===== config.mk =====
export PLATFORM = sky130hd
export DESIGN_NAME = register_pool_allocator
export DESIGN_NICKNAME = d
export VERILOG_FILES = /design/src/hw/rtl/rpa_pkg.sv /design/src/hw/rtl/rpa_csr.sv /design/src/hw/rtl/register_pool_allocator.sv
export SDC_FILE = /design/constraint.sdc
export NUM_CORES = 2
export LEC_CHECK = 0
export BUFFER_PORTS_ARGS = -buffer_cell sky130_fd_sc_hd__buf_2
export CORE_MARGIN = 10
export CORE_UTILIZATION = 45
export DETAILED_ROUTE_END_ITERATION = 16
export MAX_ROUTING_LAYER = met4
export PLACE_DENSITY = 0.64
export SYNTH_ARGS = -nofsm -noshare
export SYNTH_HDL_FRONTEND = slang
export SYNTH_SLANG_ARGS = --single-unit

===== constraint.sdc =====
create_clock -name clock -period 6 [get_ports clock]
set_input_delay 0.3 -clock clock [delete_from_list [all_inputs] [get_ports clock]]
set_output_delay 0.3 -clock clock [all_outputs]
set_load 0.05 [all_outputs]

===== src/hw/rtl/rpa_pkg.sv =====
package rpa_pkg;

   // pool and scratch list limits
   localparam int MAX_REGS    = 64;
   localparam int MAX_SCRATCH = 16;
   localparam int REG_IDX_W   = $clog2(MAX_REGS);
   localparam int POOL_W      = 7;
   localparam int SCR_IDX_W   = $clog2(MAX_SCRATCH);
   localparam int SCR_LEN_W   = 5;
   localparam int SCR_ENTRY_W = 8;

   localparam logic [7:0] DEFAULT_SLOT = 8'd8;

   // request opcodes
   localparam logic [2:0] OP_INIT     = 3'd0;
   localparam logic [2:0] OP_ALLOC    = 3'd1;
   localparam logic [2:0] OP_ALLOC_AT = 3'd2;
   localparam logic [2:0] OP_FREE     = 3'd3;
   localparam logic [2:0] OP_QUERY    = 3'd4;
   localparam logic [2:0] OP_RESERVE  = 3'd5;
   localparam logic [2:0] OP_SPILL    = 3'd6;

   // csr register indexes (byte address = 8 * index)
   localparam logic [2:0] CSR_REGISTER_TOTAL     = 3'd0;
   localparam logic [2:0] CSR_SCRATCH_ORDER_LOW  = 3'd1;
   localparam logic [2:0] CSR_SCRATCH_ORDER_HIGH = 3'd2;
   localparam logic [2:0] CSR_SCRATCH_LENGTH     = 3'd3;
   localparam logic [2:0] CSR_RESERVED_MASK      = 3'd4;
   localparam logic [2:0] CSR_FRAME_REG          = 3'd5;
   localparam logic [2:0] CSR_STACK_REG          = 3'd6;
   localparam logic [2:0] CSR_SLOT_SIZE          = 3'd7;

   localparam int CSR_ADDR_W = 6;
   localparam int CSR_DATA_W = 64;

   typedef struct packed {
      logic [2:0] opcode;
      logic [7:0] reg_index;
   } req_type;

   typedef struct packed {
      logic               success;
      logic [7:0]         reg_out;
      logic signed [31:0] slot_offset;
      logic [15:0]        spill_total;
   } rsp_type;

   typedef struct packed {
      logic [6:0]  register_total;
      logic [63:0] scratch_order_low;
      logic [63:0] scratch_order_high;
      logic [4:0]  scratch_length;
      logic [63:0] reserved_mask;
      logic [7:0]  frame_reg;
      logic [7:0]  stack_reg;
      logic [7:0]  slot_size;
   } cfg_type;

endpackage


===== src/hw/rtl/rpa_csr.sv =====
module rpa_csr import rpa_pkg::*; (
   input  logic                  clock,
   input  logic                  reset,
   input  logic                  csr_psel,
   input  logic                  csr_penable,
   input  logic                  csr_pwrite,
   input  logic [CSR_ADDR_W-1:0] csr_paddr,
   input  logic [CSR_DATA_W-1:0] csr_pwdata,
   output logic [CSR_DATA_W-1:0] csr_prdata,
   output logic                  csr_pready,
   output cfg_type               cfg
);

   cfg_type    cfg_ff;
   logic [2:0] csr_idx;
   logic       wr_en;

   assign csr_idx    = csr_paddr[CSR_ADDR_W-1:3];
   assign wr_en      = csr_psel && csr_penable && csr_pwrite;
   assign csr_pready = 1'b1;
   assign cfg        = cfg_ff;

   always_ff @(posedge clock) begin
      if (reset) begin
         cfg_ff.register_total     <= '0;
         cfg_ff.scratch_order_low  <= '0;
         cfg_ff.scratch_order_high <= '0;
         cfg_ff.scratch_length     <= '0;
         cfg_ff.reserved_mask      <= '0;
         cfg_ff.frame_reg          <= 8'd255;
         cfg_ff.stack_reg          <= 8'd255;
         cfg_ff.slot_size          <= DEFAULT_SLOT;
      end else if (wr_en) begin
         case (csr_idx)
            CSR_REGISTER_TOTAL:     cfg_ff.register_total     <= csr_pwdata[6:0];
            CSR_SCRATCH_ORDER_LOW:  cfg_ff.scratch_order_low  <= csr_pwdata;
            CSR_SCRATCH_ORDER_HIGH: cfg_ff.scratch_order_high <= csr_pwdata;
            CSR_SCRATCH_LENGTH:     cfg_ff.scratch_length     <= csr_pwdata[4:0];
            CSR_RESERVED_MASK:      cfg_ff.reserved_mask      <= csr_pwdata;
            CSR_FRAME_REG:          cfg_ff.frame_reg          <= csr_pwdata[7:0];
            CSR_STACK_REG:          cfg_ff.stack_reg          <= csr_pwdata[7:0];
            CSR_SLOT_SIZE:          cfg_ff.slot_size          <= csr_pwdata[7:0];
            default: begin
            end
         endcase
      end
   end

   always_comb begin
      case (csr_idx)
         CSR_REGISTER_TOTAL:     csr_prdata = {57'd0, cfg_ff.register_total};
         CSR_SCRATCH_ORDER_LOW:  csr_prdata = cfg_ff.scratch_order_low;
         CSR_SCRATCH_ORDER_HIGH: csr_prdata = cfg_ff.scratch_order_high;
         CSR_SCRATCH_LENGTH:     csr_prdata = {59'd0, cfg_ff.scratch_length};
         CSR_RESERVED_MASK:      csr_prdata = cfg_ff.reserved_mask;
         CSR_FRAME_REG:          csr_prdata = {56'd0, cfg_ff.frame_reg};
         CSR_STACK_REG:          csr_prdata = {56'd0, cfg_ff.stack_reg};
         CSR_SLOT_SIZE:          csr_prdata = {56'd0, cfg_ff.slot_size};
         default:                csr_prdata = '0;
      endcase
   end

endmodule


===== src/hw/rtl/register_pool_allocator.sv =====
// register pool allocator: keeps a busy bitmap over a pool of up to 64 registers
// and serves one request at a time. init, alloc specific, free, query, reserve and
// spill slot requests need no walk: the response is registered at the edge
// that accepts the request, so such requests can follow one another every cycle
// as long as responses are taken. alloc walks the configured scratch order list
// with a single shared in-range/free compare, one entry per cycle, over at most
// min(scratch_length, 16) entries, and still answers (a miss) for an empty list;
// req_ready stays low while the walk runs. configuration lives in eight 64-bit
// csr registers at byte address 8*i; write them only while no request is pending.
module register_pool_allocator import rpa_pkg::*; (
   input  logic                  clock,
   input  logic                  reset,
   // request channel
   input  logic                  req_valid,
   output logic                  req_ready,
   input  req_type               req_data,
   // response channel
   output logic                  rsp_valid,
   input  logic                  rsp_ready,
   output rsp_type               rsp_data,
   // csr port
   input  logic                  csr_psel,
   input  logic                  csr_penable,
   input  logic                  csr_pwrite,
   input  logic [CSR_ADDR_W-1:0] csr_paddr,
   input  logic [CSR_DATA_W-1:0] csr_pwdata,
   output logic [CSR_DATA_W-1:0] csr_prdata,
   output logic                  csr_pready
);

   // sequencer states
   localparam logic S_IDLE = 1'b0;
   localparam logic S_SCAN = 1'b1;

   cfg_type cfg;

   rpa_csr u_csr (
      .clock       (clock),
      .reset       (reset),
      .csr_psel    (csr_psel),
      .csr_penable (csr_penable),
      .csr_pwrite  (csr_pwrite),
      .csr_paddr   (csr_paddr),
      .csr_pwdata  (csr_pwdata),
      .csr_prdata  (csr_prdata),
      .csr_pready  (csr_pready),
      .cfg         (cfg)
   );

   // state
   logic                 state_ff,    state_in;
   logic [MAX_REGS-1:0]  busy_ff,     busy_in;
   logic signed [31:0]   offset_ff,   offset_in;
   logic [15:0]          count_ff,    count_in;
   logic [SCR_IDX_W-1:0] scan_idx_ff, scan_idx_in;
   logic                 rsp_valid_ff, rsp_valid_in;
   rsp_type              rsp_data_ff, rsp_data_in;

   // derived config
   logic [POOL_W-1:0]                      pool_size;
   logic [SCR_LEN_W-1:0]                   scan_len;
   logic [MAX_SCRATCH*SCR_ENTRY_W-1:0]     scratch_list;
   logic [SCR_ENTRY_W-1:0]                 scan_entry;
   logic                                   scan_hit;
   logic                                   scan_last;
   logic                                   req_fire;
   logic                                   req_in_pool;
   logic                                   req_busy;
   logic [MAX_REGS-1:0]                    req_bit;
   logic [MAX_REGS-1:0]                    init_range;
   logic [MAX_REGS-1:0]                    init_map;
   logic [7:0]                             slot_step;
   logic signed [32:0]                     offset_diff;

   // oversize settings clamp to the limits
   assign pool_size = (cfg.register_total > POOL_W'(MAX_REGS)) ? POOL_W'(MAX_REGS)
                                                               : cfg.register_total;
   assign scan_len  = (cfg.scratch_length > SCR_LEN_W'(MAX_SCRATCH)) ?
                      SCR_LEN_W'(MAX_SCRATCH) : cfg.scratch_length;

   assign scratch_list = {cfg.scratch_order_high, cfg.scratch_order_low};

   // shared compare: current scratch entry in range and free
   assign scan_entry = scratch_list[scan_idx_ff*SCR_ENTRY_W +: SCR_ENTRY_W];
   assign scan_hit   = (scan_entry < {1'b0, pool_size}) &&
                       !busy_ff[scan_entry[REG_IDX_W-1:0]];
   assign scan_last  = ({1'b0, scan_idx_ff} + SCR_LEN_W'(1)) >= scan_len;

   // single-register checks
   assign req_in_pool = req_data.reg_index < {1'b0, pool_size};
   assign req_bit     = MAX_REGS'(1) << req_data.reg_index[REG_IDX_W-1:0];
   assign req_busy    = busy_ff[req_data.reg_index[REG_IDX_W-1:0]];

   // init map: reserved bits inside the pool plus frame and stack registers
   assign init_range = (pool_size >= POOL_W'(MAX_REGS)) ? '1
                                                        : ((MAX_REGS'(1) << pool_size) - MAX_REGS'(1));

   always_comb begin
      init_map = cfg.reserved_mask & init_range;
      if (cfg.frame_reg < {1'b0, pool_size}) begin
         init_map = init_map | (MAX_REGS'(1) << cfg.frame_reg[REG_IDX_W-1:0]);
      end
      if (cfg.stack_reg < {1'b0, pool_size}) begin
         init_map = init_map | (MAX_REGS'(1) << cfg.stack_reg[REG_IDX_W-1:0]);
      end
   end

   // spill step, zero means the default slot size
   assign slot_step   = (cfg.slot_size == 8'd0) ? DEFAULT_SLOT : cfg.slot_size;
   assign offset_diff = {offset_ff[31], offset_ff} - $signed({25'd0, slot_step});

   // new requests only while idle and the response slot is free or draining
   assign req_ready = (state_ff == S_IDLE) && (!rsp_valid_ff || rsp_ready);
   assign req_fire  = req_valid && req_ready;

   always_comb begin
      state_in     = state_ff;
      busy_in      = busy_ff;
      offset_in    = offset_ff;
      count_in     = count_ff;
      scan_idx_in  = scan_idx_ff;
      rsp_valid_in = rsp_valid_ff;
      rsp_data_in  = rsp_data_ff;

      if (rsp_valid_ff && rsp_ready) begin
         rsp_valid_in = 1'b0;
      end

      case (state_ff)
         S_IDLE: begin
            if (req_fire) begin
               rsp_data_in.success = 1'b0;
               rsp_data_in.reg_out = 8'd0;
               rsp_valid_in        = 1'b1;
               case (req_data.opcode)
                  OP_INIT: begin
                     busy_in             = init_map;
                     offset_in           = '0;
                     count_in            = '0;
                     rsp_data_in.success = 1'b1;
                  end
                  OP_ALLOC: begin
                     // result comes from the scan
                     rsp_valid_in = 1'b0;
                     scan_idx_in  = '0;
                     state_in     = S_SCAN;
                  end
                  OP_ALLOC_AT: begin
                     if (req_in_pool && !req_busy) begin
                        busy_in             = busy_ff | req_bit;
                        rsp_data_in.success = 1'b1;
                     end
                  end
                  OP_FREE: begin
                     // reserved and frame registers stay busy
                     if (req_in_pool &&
                         !cfg.reserved_mask[req_data.reg_index[REG_IDX_W-1:0]] &&
                         (req_data.reg_index != cfg.frame_reg)) begin
                        busy_in = busy_ff & ~req_bit;
                     end
                     rsp_data_in.success = 1'b1;
                  end
                  OP_QUERY: begin
                     rsp_data_in.success = req_in_pool && !req_busy;
                  end
                  OP_RESERVE: begin
                     if (req_in_pool) begin
                        busy_in = busy_ff | req_bit;
                     end
                     rsp_data_in.success = 1'b1;
                  end
                  OP_SPILL: begin
                     // saturate at the most negative offset
                     if (offset_diff[32] != offset_diff[31]) begin
                        offset_in = 32'sh8000_0000;
                     end else begin
                        offset_in = offset_diff[31:0];
                     end
                     if (count_ff != 16'hFFFF) begin
                        count_in = count_ff + 16'd1;
                     end
                     rsp_data_in.success = 1'b1;
                  end
                  default: begin
                  end
               endcase
               rsp_data_in.slot_offset = offset_in;
               rsp_data_in.spill_total = count_in;
            end
         end
         S_SCAN: begin
            // response slot was freed before the scan started
            if (scan_len == '0) begin
               rsp_data_in.success = 1'b0;
               rsp_data_in.reg_out = 8'd0;
               rsp_valid_in        = 1'b1;
               state_in            = S_IDLE;
            end else if (scan_hit) begin
               busy_in             = busy_ff | (MAX_REGS'(1) << scan_entry[REG_IDX_W-1:0]);
               rsp_data_in.success = 1'b1;
               rsp_data_in.reg_out = scan_entry;
               rsp_valid_in        = 1'b1;
               state_in            = S_IDLE;
            end else if (scan_last) begin
               rsp_data_in.success = 1'b0;
               rsp_data_in.reg_out = 8'd0;
               rsp_valid_in        = 1'b1;
               state_in            = S_IDLE;
            end else begin
               scan_idx_in = scan_idx_ff + SCR_IDX_W'(1);
            end
            rsp_data_in.slot_offset = offset_ff;
            rsp_data_in.spill_total = count_ff;
         end
         default: begin
            state_in = S_IDLE;
         end
      endcase
   end

   always_ff @(posedge clock) begin
      if (reset) begin
         state_ff     <= S_IDLE;
         busy_ff      <= '0;
         offset_ff    <= '0;
         count_ff     <= '0;
         rsp_valid_ff <= 1'b0;
      end else begin
         state_ff     <= state_in;
         busy_ff      <= busy_in;
         offset_ff    <= offset_in;
         count_ff     <= count_in;
         rsp_valid_ff <= rsp_valid_in;
      end
   end

   // payload registers
   always_ff @(posedge clock) begin
      scan_idx_ff <= scan_idx_in;
      rsp_data_ff <= rsp_data_in;
   end

   assign rsp_valid = rsp_valid_ff;
   assign rsp_data  = rsp_data_ff;

endmodule

# Word level (Yosys, flattened, before mapping)

Index checks and enable logic that the tools add are counted.

$add $sub $neg: 5
Magnitude comparators: 10
Equality and inequality tests: 27
Shifts and indexed selects: 6
Muxes and demuxes: 51
Bitwise gates (word level): 8
Reduce and logical (&&, ||, !) cells: 31

Operators with widths:

| operator              | count |
|---|---|
| $mux 64               | 9 |
| $pmux 64 s8           | 1 |
| $or 64x64->64         | 4 |
| $pmux 64 s4           | 1 |
| $shl 1x6->64 const A  | 4 |
| $and 64x64->64        | 2 |
| $pmux 64 s2           | 1 |
| $shiftx 128x8->8      | 1 |
| $pmux 57 s2           | 1 |
| $not 64->64           | 1 |
| $pmux 32 s2           | 1 |
| $shl 1x7->64 const A  | 1 |
| $sub 64x1->64 const B | 1 |
| $mux 57               | 1 |
| $sub 32x9->33         | 1 |
| $lt 8x7->1            | 4 |
| $mux 32               | 1 |
| $pmux 16 s2           | 1 |
| $mux 9                | 3 |
| $eq 3x3->1 const B    | 7 |
| $mux 4                | 5 |
| $reduce_and 2->1      | 10 |
| $bmux 1 s6            | 3 |
| $add 16x1->16 const B | 1 |
| 35 further kinds      | 73 |

Register bits: 403
Bits of input ports: 88
Output and inout bits: 124
Word-level logic and storage cells: 156

# Depth between registers and ports, before layout

Depth after elaboration: 13
Mapped depth: 21
Depth with buffers taken out: 18

# By module

A second synthesis with hierarchy kept.

Cells, all modules: 3411
Area, all modules: 26351.5 sq um

By module, submodules not included:

| module                  | times used | cells each | area each (sq um) | sequential area each (sq um) |
|---|---|---|---|---|
| register_pool_allocator | 1          | 2137       | 16644.7           | 4113.9 |
| rpa_csr                 | 1          | 1274       | 9706.8            | 4564.4 |

# Worst setup path after synthesis

No wires, ideal clock.

Path kind: reg-to-reg
From: register scan_idx_ff[0]
To: register rsp_data_ff (netlist bit rsp_data[48]) (enable)
Library setup time: 0.338 ns
Arrival: 4.222 ns
Data required time: 5.662 ns
Slack: 1.439 ns
Cell stages (with the launch flop): 18
Path buffers: 3
Period minus slack after synthesis: 4.561 ns
Cell sequence: edfxtp_1 -> buf_6 -> mux4_2 -> mux2_2 -> a22oi_4 -> inv_2 -> buf_6 -> buf_2 -> ha_1 -> a21o_1 -> a2111oi_0 -> nand2_1 -> a41o_1 -> a2111oi_1 -> a22o_1 -> nand2_1 -> nand3_1 -> and2_1

Cells in the longest elaborated chain, start to end: 7
Elaborated cells between the ends (all ways): 10
Those cells by class: 1 x add/sub; 2 x order compare; 1 x eq/ne; 1 x shift; 2 x mux; 3 x reduce/logical

RTL lines:

| item                                | line                           | source |
|---|---|---|
| from (decl)                         | register_pool_allocator.sv:55  | `logic [SCR_IDX_W-1:0] scan_idx_ff, scan_idx_in;` |
| from (signal assigned)              | register_pool_allocator.sv:239 | `scan_idx_ff <= scan_idx_in;` |
| $shiftx 128x8->8 *                  | register_pool_allocator.sv:84  | `assign scan_entry = scratch_list[scan_idx_ff*SCR_ENTRY_W +: SCR_ENTRY_W];` |
| net scan_entry[1]                   | register_pool_allocator.sv:63  | `logic [SCR_ENTRY_W-1:0] scan_entry;` |
| $bmux 1 s6                          | register_pool_allocator.sv:86  | `!busy_ff[scan_entry[REG_IDX_W-1:0]];` |
| $mux 1 (not written as such)        | register_pool_allocator.sv:86  |  |
| $logic_not 1->1                     | register_pool_allocator.sv:86  |  |
| $logic_and 1x1->1 *                 | register_pool_allocator.sv:85  | `assign scan_hit = (scan_entry < {1'b0, pool_size}) &&` |
| $ne 4x1->1 (no source line) *       | n/a                            |  |
| $reduce_and 2->1 (no source line) * | n/a                            |  |
| to (signal assigned)                | register_pool_allocator.sv:240 | `rsp_data_ff <= rsp_data_in;` |
| to (decl)                           | register_pool_allocator.sv:57  | `rsp_type rsp_data_ff, rsp_data_in;` |

Mark *: on every way through the listed nets, which the timed path passes. The rest lies on a longest branch. The select of a mux whose other input is x is not followed.
A chain may end at the register's enable or synchronous reset.

# Worst setup path in the final report

From: register scan_idx_ff[1]
To: register busy_ff[52]

Cells in the longest elaborated chain, start to end: 7
Elaborated cells between the ends (all ways): 13
Those cells by class: 1 x order compare; 1 x eq/ne; 2 x shift; 5 x mux; 1 x bitwise; 3 x reduce/logical

RTL lines:

| item                              | line                           | source |
|---|---|---|
| $shiftx 128x8->8 *                | register_pool_allocator.sv:84  |  |
| net scan_entry[3]                 | register_pool_allocator.sv:63  |  |
| $bmux 1 s6                        | register_pool_allocator.sv:86  |  |
| $mux 1 (not written as such)      | register_pool_allocator.sv:86  |  |
| $logic_not 1->1                   | register_pool_allocator.sv:86  |  |
| $logic_and 1x1->1                 | register_pool_allocator.sv:85  |  |
| $ne 2x1->1 (no source line)       | n/a                            |  |
| $reduce_and 7->1 (no source line) | n/a                            |  |
| to (signal assigned)              | register_pool_allocator.sv:230 | `busy_ff <= busy_in;` |
| to (decl)                         | register_pool_allocator.sv:52  | `logic [MAX_REGS-1:0] busy_ff, busy_in;` |

Marked as above.

==> impl_metrics.py <==
metrics = {
    "run_status": {
        "status": "finished clean",
    },
    "timing": {
        "fin_ws_ns": 0.469,
        "skew_ns": 0.0256,
        "tightest_slew_ns": 1.18,
        "holdWs_ns": 0.0326,
        "fin_crit_ns": 5.53,
        "drv_slew": 0,
        "relSlewSlack_pct": 21.2,
        "rsz0062_at_grt": "false",
        "setup_viol": 0,
        "hold_violations": 0,
        "tns_ns": 0,
        "fmax_ghz": 0.181,
        "fin_crit_sh_pct": 92.2,
    },
    "yosys": {
        "synth.most_common_cell": "nand2_1",
        "synthArstFlopShare_pct": 0,
        "synthCells": 3384,
        "synth_edf_count": 61,
        "synth_area_leaders": "dfxtp_1 26%, nand2_1 10%, edfxtp_1 7.1%",
        "ys_ff_latch": 403,
        "synth_flop_cell": "dfxtp_1",
        "syn_area_per_cell_um2": 7.64,
        "synthTopCellsByCount": "688 x nand2_1, 357 x a21oi_1, 355 x o21ai_0, 342 x dfxtp_1, 257 x nor2_1",
        "synthDistinctLibCells": 87,
        "synth_area_leader_cell": "dfxtp_1",
        "yosys_warnings": 0,
        "synthDominantCellAreaShare_pct": 26.5,
        "synth_nets": 3514,
        "netlist_area_um2": 25800,
        "ys_seq_area_share_pct": 33.6,
    },
    "flow_run": {
        "max-cap-violations": 0,
    },
    "global_route": {
        "grt_usage_pct": 34.0,
        "grt_max_degree": 97,
        "antenna_found_initial": 5,
        "grt_pass1_wl_um": 172000,
        "grt_pass1_vias": 26500,
        "overflow": 0,
    },
    "min_path": {
        "hold-path-cell-count": 3,
        "hold_path.class": "in2reg",
    },
    "clock_network": {
        "ctsHoldBuffers": 55,
        "htreeDepth": 2,
        "cts_resized": 0,
        "clockBufferDepth": 3,
        "cts.clk_slew.worst_paths_ns": 0.06,
        "cts_setup_buffers": 0,
        "cts.sinks": 403,
        "numCtsBuffers": 46,
        "root_buffer": "clkbuf_16",
        "tritoncts": "done",
        "worstSkewPairLatency_ns": 0.62,
    },
    "floorplan": {
        "initial_core_util_pct": 45.7,
        "ios": 212,
        "die_height_um": 260,
        "core_um2": 56600,
        "fp-row-count": 87,
        "die_w_um": 260,
        "die-area_um2": 67400,
    },
    "placed_design": {
        "dpl_cell_area_um2": 27300,
        "gp_congestion": 1.06,
        "pre_cts_ws_ns": 0.688,
        "numPortBuffers": 207,
        "dp_hpwl_um": 81900,
    },
    "final_layout": {
        "area_growth_pct": 14.5,
        "fin_util_pct": 52.3,
        "final_nets": 3621,
        "fin_area_um2": 29600,
        "drive_gt1_share_pct": 13.8,
    },
    "routing": {
        "met2WireLength_um": 51800,
        "vias": 28400,
        "drt-initial-drc-count": 3881,
        "post-route-drc-count": 0,
        "wirelength_um": 115000,
        "wire_per_inst_um": 26.9,
        "drtPass1Iterations": 7,
        "met1Wirelength_um": 46100,
        "top_layer": "met4",
        "met3WireLength_um": 12000,
        "vias_per_cell": 6.62,
        "antenna_left": 0,
    },
    "worst_setup_path": {
        "critical_path_class": "reg2reg",
        "cp-start-kind": "register",
        "r2r_cells": 14,
        "cp.arrival_ns": 5.99,
        "crit_required_ns": 6.46,
        "crit_fanout": 29,
        "crit_path_end_kind": "register",
    },
    "power_and_ir_drop": {
        "power_leakage_nw": 10.2,
        "ir_drop_v": 0.000305,
        "powerDensity_nw_per_um2": 325,
    },
}
final cells by class:
| cell class | instances | area [µm²] |
|---|---|---|
| Multi-Input combinational cell | 2658 | 15900 |
| Timing Repair Buffer | 337 | 2200 |
| Antenna cell | 4 | 10.0 |
| Sequential cell | 403 | 8680 |
| Clock inverter | 20 | 355 |
| Inverter | 45 | 169 |
| Clock buffer | 66 | 1340 |
| Tap cell | 756 | 946 |
| Fill cell | 5457 | 27000 |
sequential cells by signal (all words and copies together) (netlist names):
name	count
u_csr.cfg	228
state_ff	1
busy_ff	64
scan_idx_ff	4
count_ff	16
offset_ff	32
rsp_data	57
rsp_valid	1
stage by stage:
| stage | total power, mW | std cells |
|---|---|---|
| after floorplan | 5.53 | 3384 |
| after global placement | 6.35 | 4144 |
| after detailed placement | 6.41 | 4144 |
| after CTS | 9.58 | 4285 |
| after global routing | 10.1 | 4289 |
| final | 9.62 | 4289 |
layout by cell type, fill, tap and decap left out, types with 36 or more instances in the layout:
cell / Yosys / routed
edfxtp_1: 61 / 61
nor3_1: 63 / 62
mux4_2: 61 / 61
dfxtp_1: 342 / 341
dlygate4sd3_1: 0 / 55
inv_1: 41 / 41
nand2_1: 688 / 685
ha_1: 41 / 41
clkbuf_16: 0 / 47
nand3_1: 77 / 77
o21ai_0: 355 / 355
a22oi_1: 73 / 73
and3_1: 36 / 36
o221ai_1: 48 / 48
mux2i_1: 94 / 94
a21oi_1: 357 / 357
buf_4: 8 / 72
nor2_1: 257 / 252
buf_2: 8 / 206
per-layer routing:
metal | vias to the layer above | GRT usage (%)
li1 | 12600 | -
met1 | 13700 | 43.6
met2 | 1843 | 51.7
met3 | 300 | 6.35
met4 | 0 | 14.9
met5 | - | -
power by group:
part	total [mW]	switching [mW]	internal, mW
registers	3.20	0.166	3.03
clock network	3.16	1.25	1.91
logic	3.26	2.25	1.01
path summary, 6_finish.rpt:
check	from	end	slack (ns)
worst max-delay path	scan_idx_ff[1]$_SDFFCE_PN0P_	busy_ff[52]$_SDFFE_PP0P_	0.47
worst min-delay path	csr_pwdata[7]	u_csr.cfg[100]$_SDFFE_PP0P_	0.03
worst max register to register	scan_idx_ff[1]$_SDFFCE_PN0P_	busy_ff[52]$_SDFFE_PP0P_	0.47
worst min register to register	u_csr.cfg[175]$_SDFFE_PP0P_	u_csr.cfg[175]$_SDFFE_PP0P_	0.47
kinds of logic (layout without fill, tap and decap cells):
group                    Yosys count  count (layout)  share of synthesized area, %
AO/OA/AOI/OAI                   1144            1144                          27.5
flip-flops                       403             403                          33.6
other                              2               6                        0.0291
adder cells (fa/ha/maj)           42              42                          2.06
AND/OR/NAND/NOR                 1280            1280                          21.4
XOR/XNOR                          21              21                         0.712
buffers and inverters            323             468                          5.12
multiplexers                     169             169                          9.57
critical path: stages, from the launching register on:
cell	delay (ns)
edfxtp_1	0.61
and2_1	0.55
a221oi_1	0.24
o21ai_1	0.70
nand2_1	0.39
ha_1	0.42
a2111oi_0	0.48
nand2_1	0.10
a41o_1	0.28
a2111oi_1	0.37
a22o_1	0.25
a31o_2	0.42
buf_12	0.25
mux2i_1	0.23
nor2_1	0.05
Note: power is estimated with default switching activity, not from simulation.
